$ cat src/design/ece_pkg.sv
package ece_pkg;

  localparam int CHANNELS_DEF      = 4;
  localparam int POSITION_BITS_DEF = 32;

  localparam int OP_W      = 2;
  localparam int CH_W      = 2;
  localparam int SAMPLE_W  = 8;
  localparam int ACC_W     = 16;
  localparam int DELTA_W   = 16;
  localparam int POS_OUT_W = 32;
  localparam int SHIFT_W   = 4;
  localparam int REV_W     = 4;
  localparam int CFG_IDX_W = 2;
  localparam int CFG_DATA_W = 4;

  localparam int MID_DEPTH = 4;
  localparam int OUT_DEPTH = 4;

  localparam logic [OP_W-1:0] OP_INIT   = 2'd0;
  localparam logic [OP_W-1:0] OP_STEP   = 2'd1;
  localparam logic [OP_W-1:0] OP_UPDATE = 2'd2;

  localparam logic [CFG_IDX_W-1:0] CFG_SCALE_SHIFT  = 2'd0;
  localparam logic [CFG_IDX_W-1:0] CFG_REVERSE_MASK = 2'd1;

  typedef struct packed {
    logic [OP_W-1:0]     op;
    logic [CH_W-1:0]     ch;
    logic [SAMPLE_W-1:0] raw;
  } item_t;

  typedef struct packed {
    logic [CH_W-1:0]           ch;
    logic signed [DELTA_W-1:0] delta;
    logic signed [POS_OUT_W-1:0] position;
  } result_t;

  typedef struct packed {
    logic [SHIFT_W-1:0] scale_shift;
    logic [REV_W-1:0]   reverse_mask;
  } cfg_t;

endpackage

$ cat src/design/ece_fifo.sv
module ece_fifo #(
  parameter int WIDTH = 8,
  parameter int DEPTH = 4
) (
  input  logic                     clk,
  input  logic                     rst,
  input  logic                     push,
  input  logic [WIDTH-1:0]         wr_data,
  input  logic                     pop,
  output logic [WIDTH-1:0]         rd_data,
  output logic                     empty,
  output logic [$clog2(DEPTH+1)-1:0] count
);

  localparam int PTR_W = (DEPTH > 1) ? $clog2(DEPTH) : 1;
  localparam int CNT_W = $clog2(DEPTH + 1);

  logic [WIDTH-1:0] mem [DEPTH];
  logic [PTR_W-1:0] wr_ptr;
  logic [PTR_W-1:0] rd_ptr;
  logic             full;
  logic             do_push;
  logic             do_pop;

  assign full    = (count == CNT_W'(DEPTH));
  assign empty   = (count == '0);
  assign do_push = push && !full;
  assign do_pop  = pop && !empty;
  assign rd_data = mem[rd_ptr];

  always_ff @(posedge clk) begin
    if (do_push) begin
      mem[wr_ptr] <= wr_data;
    end
  end

  always_ff @(posedge clk) begin
    if (rst) begin
      wr_ptr <= '0;
      rd_ptr <= '0;
      count  <= '0;
    end else begin
      if (do_push) begin
        wr_ptr <= (wr_ptr == PTR_W'(DEPTH - 1)) ? '0 : wr_ptr + 1'b1;
      end
      if (do_pop) begin
        rd_ptr <= (rd_ptr == PTR_W'(DEPTH - 1)) ? '0 : rd_ptr + 1'b1;
      end
      if (do_push && !do_pop) begin
        count <= count + 1'b1;
      end else if (!do_push && do_pop) begin
        count <= count - 1'b1;
      end
    end
  end

endmodule

$ cat src/design/ece_front.sv
module ece_front #(
  parameter int CHANNELS = ece_pkg::CHANNELS_DEF
) (
  input  logic                         clk,
  input  logic                         rst,
  input  logic                         push,
  output logic                         full,
  input  logic [ece_pkg::OP_W-1:0]     opcode,
  input  logic [ece_pkg::CH_W-1:0]     channel,
  input  logic [ece_pkg::SAMPLE_W-1:0] raw_sample,
  output ece_pkg::item_t               item,
  output logic                         item_empty,
  input  logic                         item_pop
);

  import ece_pkg::*;

  localparam int ITEM_W  = $bits(item_t);
  localparam int Q_CNT_W = $clog2(MID_DEPTH + 1);

  logic             keep;
  logic             q_push;
  item_t            wr_item;
  logic [ITEM_W-1:0] rd_bits;
  logic [Q_CNT_W-1:0] q_count;

  // unused opcode and out-of-range channels are dropped here
  assign keep = ({2'b0, channel} < (CH_W + 2)'(CHANNELS)) &&
                (opcode inside {OP_INIT, OP_STEP, OP_UPDATE});

  assign wr_item.op  = opcode;
  assign wr_item.ch  = channel;
  assign wr_item.raw = raw_sample;
  assign full        = (q_count == Q_CNT_W'(MID_DEPTH));
  assign q_push      = push && keep;
  assign item        = item_t'(rd_bits);

  ece_fifo #(
    .WIDTH (ITEM_W),
    .DEPTH (MID_DEPTH)
  ) u_mid_q (
    .clk     (clk),
    .rst     (rst),
    .push    (q_push),
    .wr_data (wr_item),
    .pop     (item_pop),
    .rd_data (rd_bits),
    .empty   (item_empty),
    .count   (q_count)
  );

endmodule

$ cat src/design/ece_back.sv
module ece_back #(
  parameter int CHANNELS      = ece_pkg::CHANNELS_DEF,
  parameter int POSITION_BITS = ece_pkg::POSITION_BITS_DEF
) (
  input  logic                        clk,
  input  logic                        rst,
  input  ece_pkg::cfg_t               cfg,
  input  ece_pkg::item_t              item,
  input  logic                        item_empty,
  output logic                        item_pop,
  output ece_pkg::result_t            result,
  output logic                        empty,
  input  logic                        pop
);

  import ece_pkg::*;

  localparam int IDX_W = (CHANNELS > 1) ? $clog2(CHANNELS) : 1;
  localparam int CNT_W = $clog2(OUT_DEPTH + 1);
  localparam int RES_W = $bits(result_t);

  logic [SAMPLE_W-1:0]      last_sample   [CHANNELS];
  logic [ACC_W-1:0]         step_accum    [CHANNELS];
  logic [ACC_W-1:0]         last_masked   [CHANNELS];
  logic [POSITION_BITS-1:0] position_store [CHANNELS];

  logic [IDX_W-1:0]    idx;
  logic [SAMPLE_W-1:0] d8;
  logic [ACC_W-1:0]    accum_next;
  logic [ACC_W-1:0]    masked_next;
  logic [ACC_W-1:0]    diff;

  // stage register between state update and scaling/position
  logic               s1_valid;
  logic [CH_W-1:0]    s1_ch;
  logic [ACC_W-1:0]   s1_diff;

  logic [IDX_W-1:0]          s1_idx;
  logic signed [DELTA_W-1:0] shifted;
  logic signed [DELTA_W-1:0] delta_val;
  logic [POSITION_BITS-1:0]  pos_next;
  result_t                   res_in;
  logic [RES_W-1:0]          res_bits;
  logic [CNT_W-1:0]          out_count;

  // only pop when the result queue has room for everything in flight
  assign item_pop = !item_empty &&
                    (({1'b0, out_count} + (CNT_W + 1)'(s1_valid)) < (CNT_W + 1)'(OUT_DEPTH));

  assign idx         = IDX_W'(item.ch);
  assign d8          = item.raw - last_sample[idx];
  assign accum_next  = step_accum[idx] + {{(ACC_W - SAMPLE_W){d8[SAMPLE_W-1]}}, d8};
  assign masked_next = accum_next & ({ACC_W{1'b1}} << cfg.scale_shift);
  assign diff        = masked_next - last_masked[idx];

  always_ff @(posedge clk) begin
    if (rst) begin
      for (int i = 0; i < CHANNELS; i++) begin
        last_sample[i] <= '0;
        step_accum[i]  <= '0;
        last_masked[i] <= '0;
      end
    end else if (item_pop) begin
      case (item.op)
        OP_INIT: begin
          last_sample[idx] <= item.raw;
        end
        OP_STEP: begin
          last_sample[idx] <= item.raw;
          step_accum[idx]  <= accum_next;
        end
        OP_UPDATE: begin
          last_sample[idx] <= item.raw;
          step_accum[idx]  <= accum_next;
          last_masked[idx] <= masked_next;
        end
        default: ;
      endcase
    end
  end

  always_ff @(posedge clk) begin
    if (rst) begin
      s1_valid <= 1'b0;
    end else begin
      s1_valid <= item_pop && (item.op == OP_UPDATE);
    end
  end

  always_ff @(posedge clk) begin
    s1_ch   <= item.ch;
    s1_diff <= diff;
  end

  assign s1_idx  = IDX_W'(s1_ch);
  assign shifted = $signed(s1_diff) >>> cfg.scale_shift;

  always_comb begin
    delta_val = shifted;
    if (cfg.reverse_mask[s1_ch]) begin
      delta_val = -shifted;
    end
  end

  assign pos_next = position_store[s1_idx] + POSITION_BITS'(delta_val);

  always_ff @(posedge clk) begin
    if (rst) begin
      for (int i = 0; i < CHANNELS; i++) begin
        position_store[i] <= '0;
      end
    end else if (s1_valid) begin
      position_store[s1_idx] <= pos_next;
    end
  end

  assign res_in.ch       = s1_ch;
  assign res_in.delta    = delta_val;
  assign res_in.position = POS_OUT_W'($signed(pos_next));
  assign result          = result_t'(res_bits);

  ece_fifo #(
    .WIDTH (RES_W),
    .DEPTH (OUT_DEPTH)
  ) u_out_q (
    .clk     (clk),
    .rst     (rst),
    .push    (s1_valid),
    .wr_data (res_in),
    .pop     (pop),
    .rd_data (res_bits),
    .empty   (empty),
    .count   (out_count)
  );

endmodule

$ cat src/design/encoder_count_extender_top.sv
// Encoder count extender.
// Input queue side: drive opcode/channel/raw_sample and raise push; the
// transaction is taken on a clock edge with push high and full low.
// Opcode init loads the channel's last sample, step accumulates the 8-bit
// wrap difference, update also emits one result. Unused opcodes and channels
// beyond CHANNELS are taken and dropped.
// Result queue side: while empty is low, out_channel/delta/position hold the
// oldest result; pop high with empty low takes it.
// Config: cfg_valid/cfg_ready with cfg_index (0 scale_shift, 1 reverse_mask)
// and cfg_data; cfg_ready is always high. Write only while the block is idle.
// Throughput: one item per cycle while the result queue has room, set by the
// per-channel state update in the back end; a 4-entry queue decouples front
// and back. A result passes the s1 stage register before it enters the result queue.
// Reset (rst, synchronous) clears all channel state, config and both queues.
// When the receiver stalls, the result queue fills, the back end stops
// pulling, then the 4-entry input queue fills and full rises.
module encoder_count_extender_top #(
  parameter int CHANNELS      = ece_pkg::CHANNELS_DEF,
  parameter int POSITION_BITS = ece_pkg::POSITION_BITS_DEF
) (
  input  logic                                 clk,
  input  logic                                 rst,
  input  logic                                 push,
  output logic                                 full,
  input  logic [ece_pkg::OP_W-1:0]             opcode,
  input  logic [ece_pkg::CH_W-1:0]             channel,
  input  logic [ece_pkg::SAMPLE_W-1:0]         raw_sample,
  output logic                                 empty,
  input  logic                                 pop,
  output logic [ece_pkg::CH_W-1:0]             out_channel,
  output logic signed [ece_pkg::DELTA_W-1:0]   delta,
  output logic signed [ece_pkg::POS_OUT_W-1:0] position,
  input  logic                                 cfg_valid,
  output logic                                 cfg_ready,
  input  logic [ece_pkg::CFG_IDX_W-1:0]        cfg_index,
  input  logic [ece_pkg::CFG_DATA_W-1:0]       cfg_data
);

  import ece_pkg::*;

  cfg_t    cfg;
  item_t   item;
  logic    item_empty;
  logic    item_pop;
  result_t result;

  assign cfg_ready = 1'b1;

  always_ff @(posedge clk) begin
    if (rst) begin
      cfg <= '0;
    end else if (cfg_valid && cfg_ready) begin
      case (cfg_index)
        CFG_SCALE_SHIFT:  cfg.scale_shift  <= cfg_data[SHIFT_W-1:0];
        CFG_REVERSE_MASK: cfg.reverse_mask <= cfg_data[REV_W-1:0];
        default: ;
      endcase
    end
  end

  ece_front #(
    .CHANNELS (CHANNELS)
  ) u_front (
    .clk        (clk),
    .rst        (rst),
    .push       (push),
    .full       (full),
    .opcode     (opcode),
    .channel    (channel),
    .raw_sample (raw_sample),
    .item       (item),
    .item_empty (item_empty),
    .item_pop   (item_pop)
  );

  ece_back #(
    .CHANNELS      (CHANNELS),
    .POSITION_BITS (POSITION_BITS)
  ) u_back (
    .clk        (clk),
    .rst        (rst),
    .cfg        (cfg),
    .item       (item),
    .item_empty (item_empty),
    .item_pop   (item_pop),
    .result     (result),
    .empty      (empty),
    .pop        (pop)
  );

  assign out_channel = result.ch;
  assign delta       = result.delta;
  assign position    = result.position;

endmodule

$ cat config.mk
export PLATFORM = sky130hd
export DESIGN_NAME = encoder_count_extender_top
export DESIGN_NICKNAME = d
export VERILOG_FILES = /design/src/design/ece_pkg.sv /design/src/design/ece_fifo.sv /design/src/design/ece_front.sv /design/src/design/ece_back.sv /design/src/design/encoder_count_extender_top.sv
export SDC_FILE = /design/constraint.sdc
export NUM_CORES = 1
export LEC_CHECK = 0
export ABC_CLOCK_PERIOD_IN_PS = 21300
export BUFFER_PORTS_ARGS = -buffer_cell sky130_fd_sc_hd__buf_2
export CORE_AREA = 2 2 216 218
export CTS_BUF_LIST = sky130_fd_sc_hd__clkbuf_16
export DETAILED_ROUTE_END_ITERATION = 10
export DIE_AREA = 0 0 218 220
export PLACE_DENSITY = 0.84
export SYNTH_ARGS = -nofsm -noshare
export SYNTH_HDL_FRONTEND = slang
export SYNTH_SLANG_ARGS = --single-unit
$ cat constraint.sdc
create_clock -name clk -period 21.3 [get_ports clk]
set_input_delay 4.26 -clock clk [delete_from_list [all_inputs] [get_ports clk]]
set_output_delay 4.26 -clock clk [all_outputs]
set_load 0.01 [all_outputs]
[Word-level counts from Yosys, hierarchy flattened]
Memory sizes are Yosys's and may differ from the RTL's. A register that Yosys moved wholly into a read port is not among the register bits.
Cells that the tools add are included.
Storage, ports and cells
  register bits after elaboration: 41
  RAM bits: 536
  input port bits: 23
  output and inout port bits: 53
  memories kept: 6
Operators by class
  add/subtract/negate cells: 14
  magnitude comparators: 2
  equal/unequal tests: 11
  shifts and indexed selects: 2
  muxes and demuxes: 51
  bitwise logic cells: 4
  reductions and logical operators: 33
Memory list
  u_back.u_out_q.mem: words 4, width 50, rd ports 1, clocked after Yosys merged registers in 1, write ports 1, RTL line ece_fifo.sv:18  | logic [WIDTH-1:0] mem [DEPTH];
  u_back.position_store: words 4, width 32, rd ports 1, clocked after Yosys merged registers in 1, write ports 4, RTL line ece_back.sv:25  | logic [POSITION_BITS-1:0] position_store [CHANNELS];
  u_back.last_masked: words 4, width 16, rd ports 1, clocked after Yosys merged registers in 0, write ports 4, RTL line ece_back.sv:24  | logic [ACC_W-1:0] last_masked [CHANNELS];
  u_back.step_accum: words 4, width 16, rd ports 1, clocked after Yosys merged registers in 0, write ports 4, RTL line ece_back.sv:23  | logic [ACC_W-1:0] step_accum [CHANNELS];
  u_front.u_mid_q.mem: words 4, width 12, rd ports 1, clocked after Yosys merged registers in 1, write ports 1, RTL line ece_fifo.sv:18
  u_back.last_sample: words 4, width 8, rd ports 1, clocked after Yosys merged registers in 0, write ports 4, RTL line ece_back.sv:22  | logic [SAMPLE_W-1:0] last_sample [CHANNELS];
Operators with widths (number)
  $mux 16: 4
  $add 32x32->32: 1
  $mux 32: 1
  $reduce_or 16->1: 2
  $reduce_or 32->1: 1
  $mux 1: 26
  $mux 2: 12
  $mux 8: 3
  $add 16x16->16: 1
  $and 16x16->16: 1
  $neg 16->16: 1
  $shl 16x4->16 const A: 1
  $sshr 16x4->16: 1
  $sub 16x16->16: 1
  $eq 2x2->1 const B: 6
  $mux 3: 4
  $logic_and 1x1->1: 11
  $add 2x1->2 const B: 4
  $logic_not 1->1: 8
  $reduce_or 8->1: 1
  $sub 8x8->8: 1
  $add 3x1->3 const B: 2
  $eq 2x1->1 const B: 3
  $eq 3x3->1 const B: 2
  11 further kinds: 19

[Logic depth before layout (Yosys ltp)]
  depth in word-level cells: 10
  gate-level depth with buffers: 34

[Cells and area by module]
From an unflattened synthesis, not the netlist that was laid out.
Second synthesis, totals
  cell total of the unflattened synthesis: 1918
  area total of the unflattened synthesis: 27402.5 µm²
By module, submodules not included
  ece_back: instances 1, cells each 1463, area an instance 17021.3 µm²
  ece_fifo (u_back.u_out_q): instances 1, cells each 309, area an instance 7762.4 µm²
  ece_fifo (u_front.u_mid_q): instances 1, cells each 109, area an instance 2223.4 µm²
  encoder_count_extender_top: instances 1, cells each 35, area an instance 371.6 µm²
  ece_front: instances 1, cells each 2, area an instance 23.8 µm²

[Worst setup path before layout]
Ideal clock, no wire load.
  path type: reg2reg
  start: register (tool-made name)
  end: register u_back.s1_diff[14]
  arrival: 6.696 ns
  data required time: 21.228 ns
  slack: 14.532 ns
  cell stages (with the launch flop): 30
  path buffers: 3
  path through: dfxtp_1 -> mux4_2 -> buf_2 -> buf_1 -> buf_1 -> mux4_2 -> ha_1 -> fa_1 -> inv_1 -> a21o_1 -> a21oi_1 -> o21ai_0 -> a21oi_1 -> xnor2_1 -> ha_1 -> o21a_1 -> a21oi_1 -> o22ai_1 -> a31o_2 -> a21o_1 -> xnor2_1 -> o21bai_1 -> inv_1 -> ha_1 -> nand3_1 -> a21oi_1 -> a2111oi_0 -> o21ai_0 -> o211ai_2 -> xnor2_1
RTL lines
  to (signal assigned): RTL line ece_back.sv:92  | s1_diff <= diff;
  to (decl): RTL line ece_back.sv:36  | logic [ACC_W-1:0] s1_diff;

==> metrics <==
die width 218 microns; max incr delay on CP 0.85 ns; 1st-pass router iterations 6; Max-slew headroom 0.227; CTS clk-pin slew, worst paths 0.06 ns; initial core utilization 0.593; Routability Congestion 0.886; cell repeated most along the worst path a21oi_1; Post-CTS Setup Inserts 0; multi-input logic area 0.00942 sq mm; Via Count 16600; ys async rst share 0; Synth Flop Type edfxtp_1; hpwl dp 37.9 mm; share of cells above drive strength 1 0.174; worst slew pin tran 1.15 ns; R2R depth 29; final hold violation count 0; largest net degree at the start of global routing 51; num rows 79; antenna violations before repair 0; Critical Path AT 8.49 ns; min Tclk post-route 7.95 ns; number of flops mapped to enable cells by yosys 536; # fillers 3050; Max Fanout on Critical Path 50; Area Growth Syn to Fin 10.4%; grt ovf 0; clk sinks 581; Slowest-stage cell, CP dfxtp_1; GRT Total Usage 0.256; setup TNS 0 ns; vias in the first global route 17000; dominant cell type by area after synthesis edfxtp_1; R2R Path End u_back.s1_diff[14]; Total Nets Final 2099; die area 0.0480 sq mm; RSZ-0062 raised after global routing no; status complete, no violations; TritonCTS clock tree built; CTS max path bufs 3; syn_nets 2028; Yosys top cell area share 0.592; crit share post-route 0.373; number of buffers created by CTS 57; Worst setup endpoint u_back.s1_diff[14]; CP Class flop to flop; Final Skew 0.0351 ns; first-pass GRT wire length 93.7 mm; Post-Syn Area 0.0272 sq mm; Die H 220 microns; sequential share of the synthesized area 0.625; Achievable Freq 126 MHz; setup violators final 0; CTS root buffer clkbuf_16; Mapped Avg Cell Area 14.1 sq um; PortBufs 74; startpoint types flop; Post-Syn Instances 1923; area taken by flip-flops and latches 0.0170 sq mm; Area contributors post-synth edfxtp_1, mux4_2, nor2_1; Hold WS 0.509 ns; post-CTS sizing 0; crit path capture type flop; Vias/cell 6.26; worst skew pair latency 0.63 ns; Crit path required time 21.84 ns; Hold WC Path Type flop to flop; Ant. Diodes 0; Residual DRC 0; number of routed nets with antenna violations 0; flop2flop setup slack 13.35 ns; htree depth 2; number of distinct library cells after synthesis 75; Core ar. 0.0459 sq mm; post-synthesis register bit count 581; drt wl/cell 22.8 microns; Synth warnings 0; 1st-iter DRT viols 1778; CTS Hold Bufs 0; Top Ports 76; final wirelength 60.3 mm; max-cap viol count 0; Final Max Tran Viols 0
==> stage by stage <==
stage,setup WS (ns),area (sq um),utilization,instances
2_1_floorplan,14.53,27200,-,1923
3_3_place_gp,13.72,28100,0.614,2542
3_5_place_dp,13.52,28100,0.614,2542
4_1_cts,13.44,30000,0.654,2649
5_1_grt,12.88,30000,0.654,2649
6_report,13.35,30000,0.654,2649
==> cell usage in the layout, fill, tap and decap left out, drive strengths merged, types with 50 or more instances in the layout <==
| cell type | synthesis | routed |
|---|---|---|
| mux2i | 50 | 50 |
| clkbuf | 64 | 57 |
| nand2 | 66 | 66 |
| buf | 17 | 93 |
| inv | 117 | 133 |
| edfxtp | 536 | 536 |
| a21oi | 64 | 64 |
| ha | 76 | 76 |
| nor2 | 324 | 324 |
| mux4 | 136 | 136 |
==> registers in the layout (all words and copies together) (netlist names), named ones only <==
signal and flops:
u_back.u_out_q.wr_ptr 2, u_back.position_store 128, u_front.u_mid_q.wr_ptr 2, u_back.u_out_q.count 3, u_back.last_sample 32, u_front.u_mid_q.rd_ptr 2, u_back.u_out_q.rd_ptr 2, u_back.last_masked 64
u_back.u_out_q.mem 200, u_back.step_accum 64, u_front.u_mid_q.mem 48, u_back.s1_valid 1, u_back.s1_diff 16, cfg 8, u_front.u_mid_q.count 3, u_back.s1_ch 2
==> layout make-up <==
cell class	count	share of cell area
flip-flops and latches	581	0.567
well taps	607	0.0253
repair buffers	93	0.0171
clock inverters	50	0.0145
multi-input cells	1142	0.314
inverters	119	0.0150
clock buffers	57	0.0475
==> Yosys cell counts (all sizes together) (3+ instances only) <==
cell type / number
mux4: 136
xor2: 33
or4: 3
ha: 76
nor3: 32
xnor2: 46
nor4: 3
and2: 22
a21o: 23
inv: 117
edfxtp: 536
nor2b: 9
nor2: 324
and3: 24
and4: 4
o31ai: 5
a21oi: 64
nor3b: 6
a41oi: 4
o211ai: 4
buf: 17
a21boi: 6
o21a: 8
nand3: 27
o21ai: 42
mux2: 10
mux2i: 50
a211o: 4
o21bai: 14
nand2: 66
or3: 7
a31oi: 8
fa: 6
a211oi: 6
a31o: 6
or2: 6
nand2b: 30
dfxtp: 45
nand3b: 3
clkbuf: 64
==> critical path: cells and delay by family (launching register included) <==
family	cells	cell delay [ns]
AOI/OAI and AO/OA	14	2.92
xor gates and xnor gates	3	0.65
adders and majority gates	4	1.45
buffers and inverters	4	0.82
DFF	1	0.85
muxes	3	1.07
and+or+nand+nor	1	0.10
==> how the worst min path moves through the flow <==
stage | startpoint | end | slack, ns | cells past startpoint
after detailed placement | cfg[3] | cfg[3] | 0.50 | 2
after global placement | u_front.u_mid_q.count[2] | u_front.u_mid_q.count[2] | 0.48 | 2
after CTS | cfg[3] | cfg[3] | 0.51 | 2
final | cfg[3] | cfg[3] | 0.51 | 2
after global routing | cfg[2] | cfg[2] | 0.54 | 2
after floorplan | cfg[1] | cfg[1] | 0.46 | 2
==> layer usage <==
| layer | vias to the layer above | wire length, microns | global-route usage |
|---|---|---|---|
| met5 | - | 0 | 0 |
| met3 | 127 | 4430 | 0.0389 |
| li1 | 7322 | - | - |
| met2 | 775 | 30800 | 0.447 |
| met4 | 0 | 1850 | 0.0909 |
| met1 | 8361 | 23200 | 0.328 |
==> cell families (layout without fill, tap and decap cells) <==
logic type / after synthesis / count (layout) / synth area share
flip-flops: 581 / 581 / 0.625
AND/OR/NAND/NOR: 573 / 573 / 0.0956
AO/OA/AOI/OAI: 211 / 211 / 0.0499
buffers and inverters: 200 / 319 / 0.0285
multiplexers: 196 / 196 / 0.135
adder cells (fa/ha/maj): 82 / 82 / 0.0394
XOR/XNOR: 79 / 79 / 0.0257
other: 1 / 1 / 0.000138
Power is left out: the tool's default activity adds up to more than one toggle a clock period on the data nets, which glitch-free logic cannot reach.
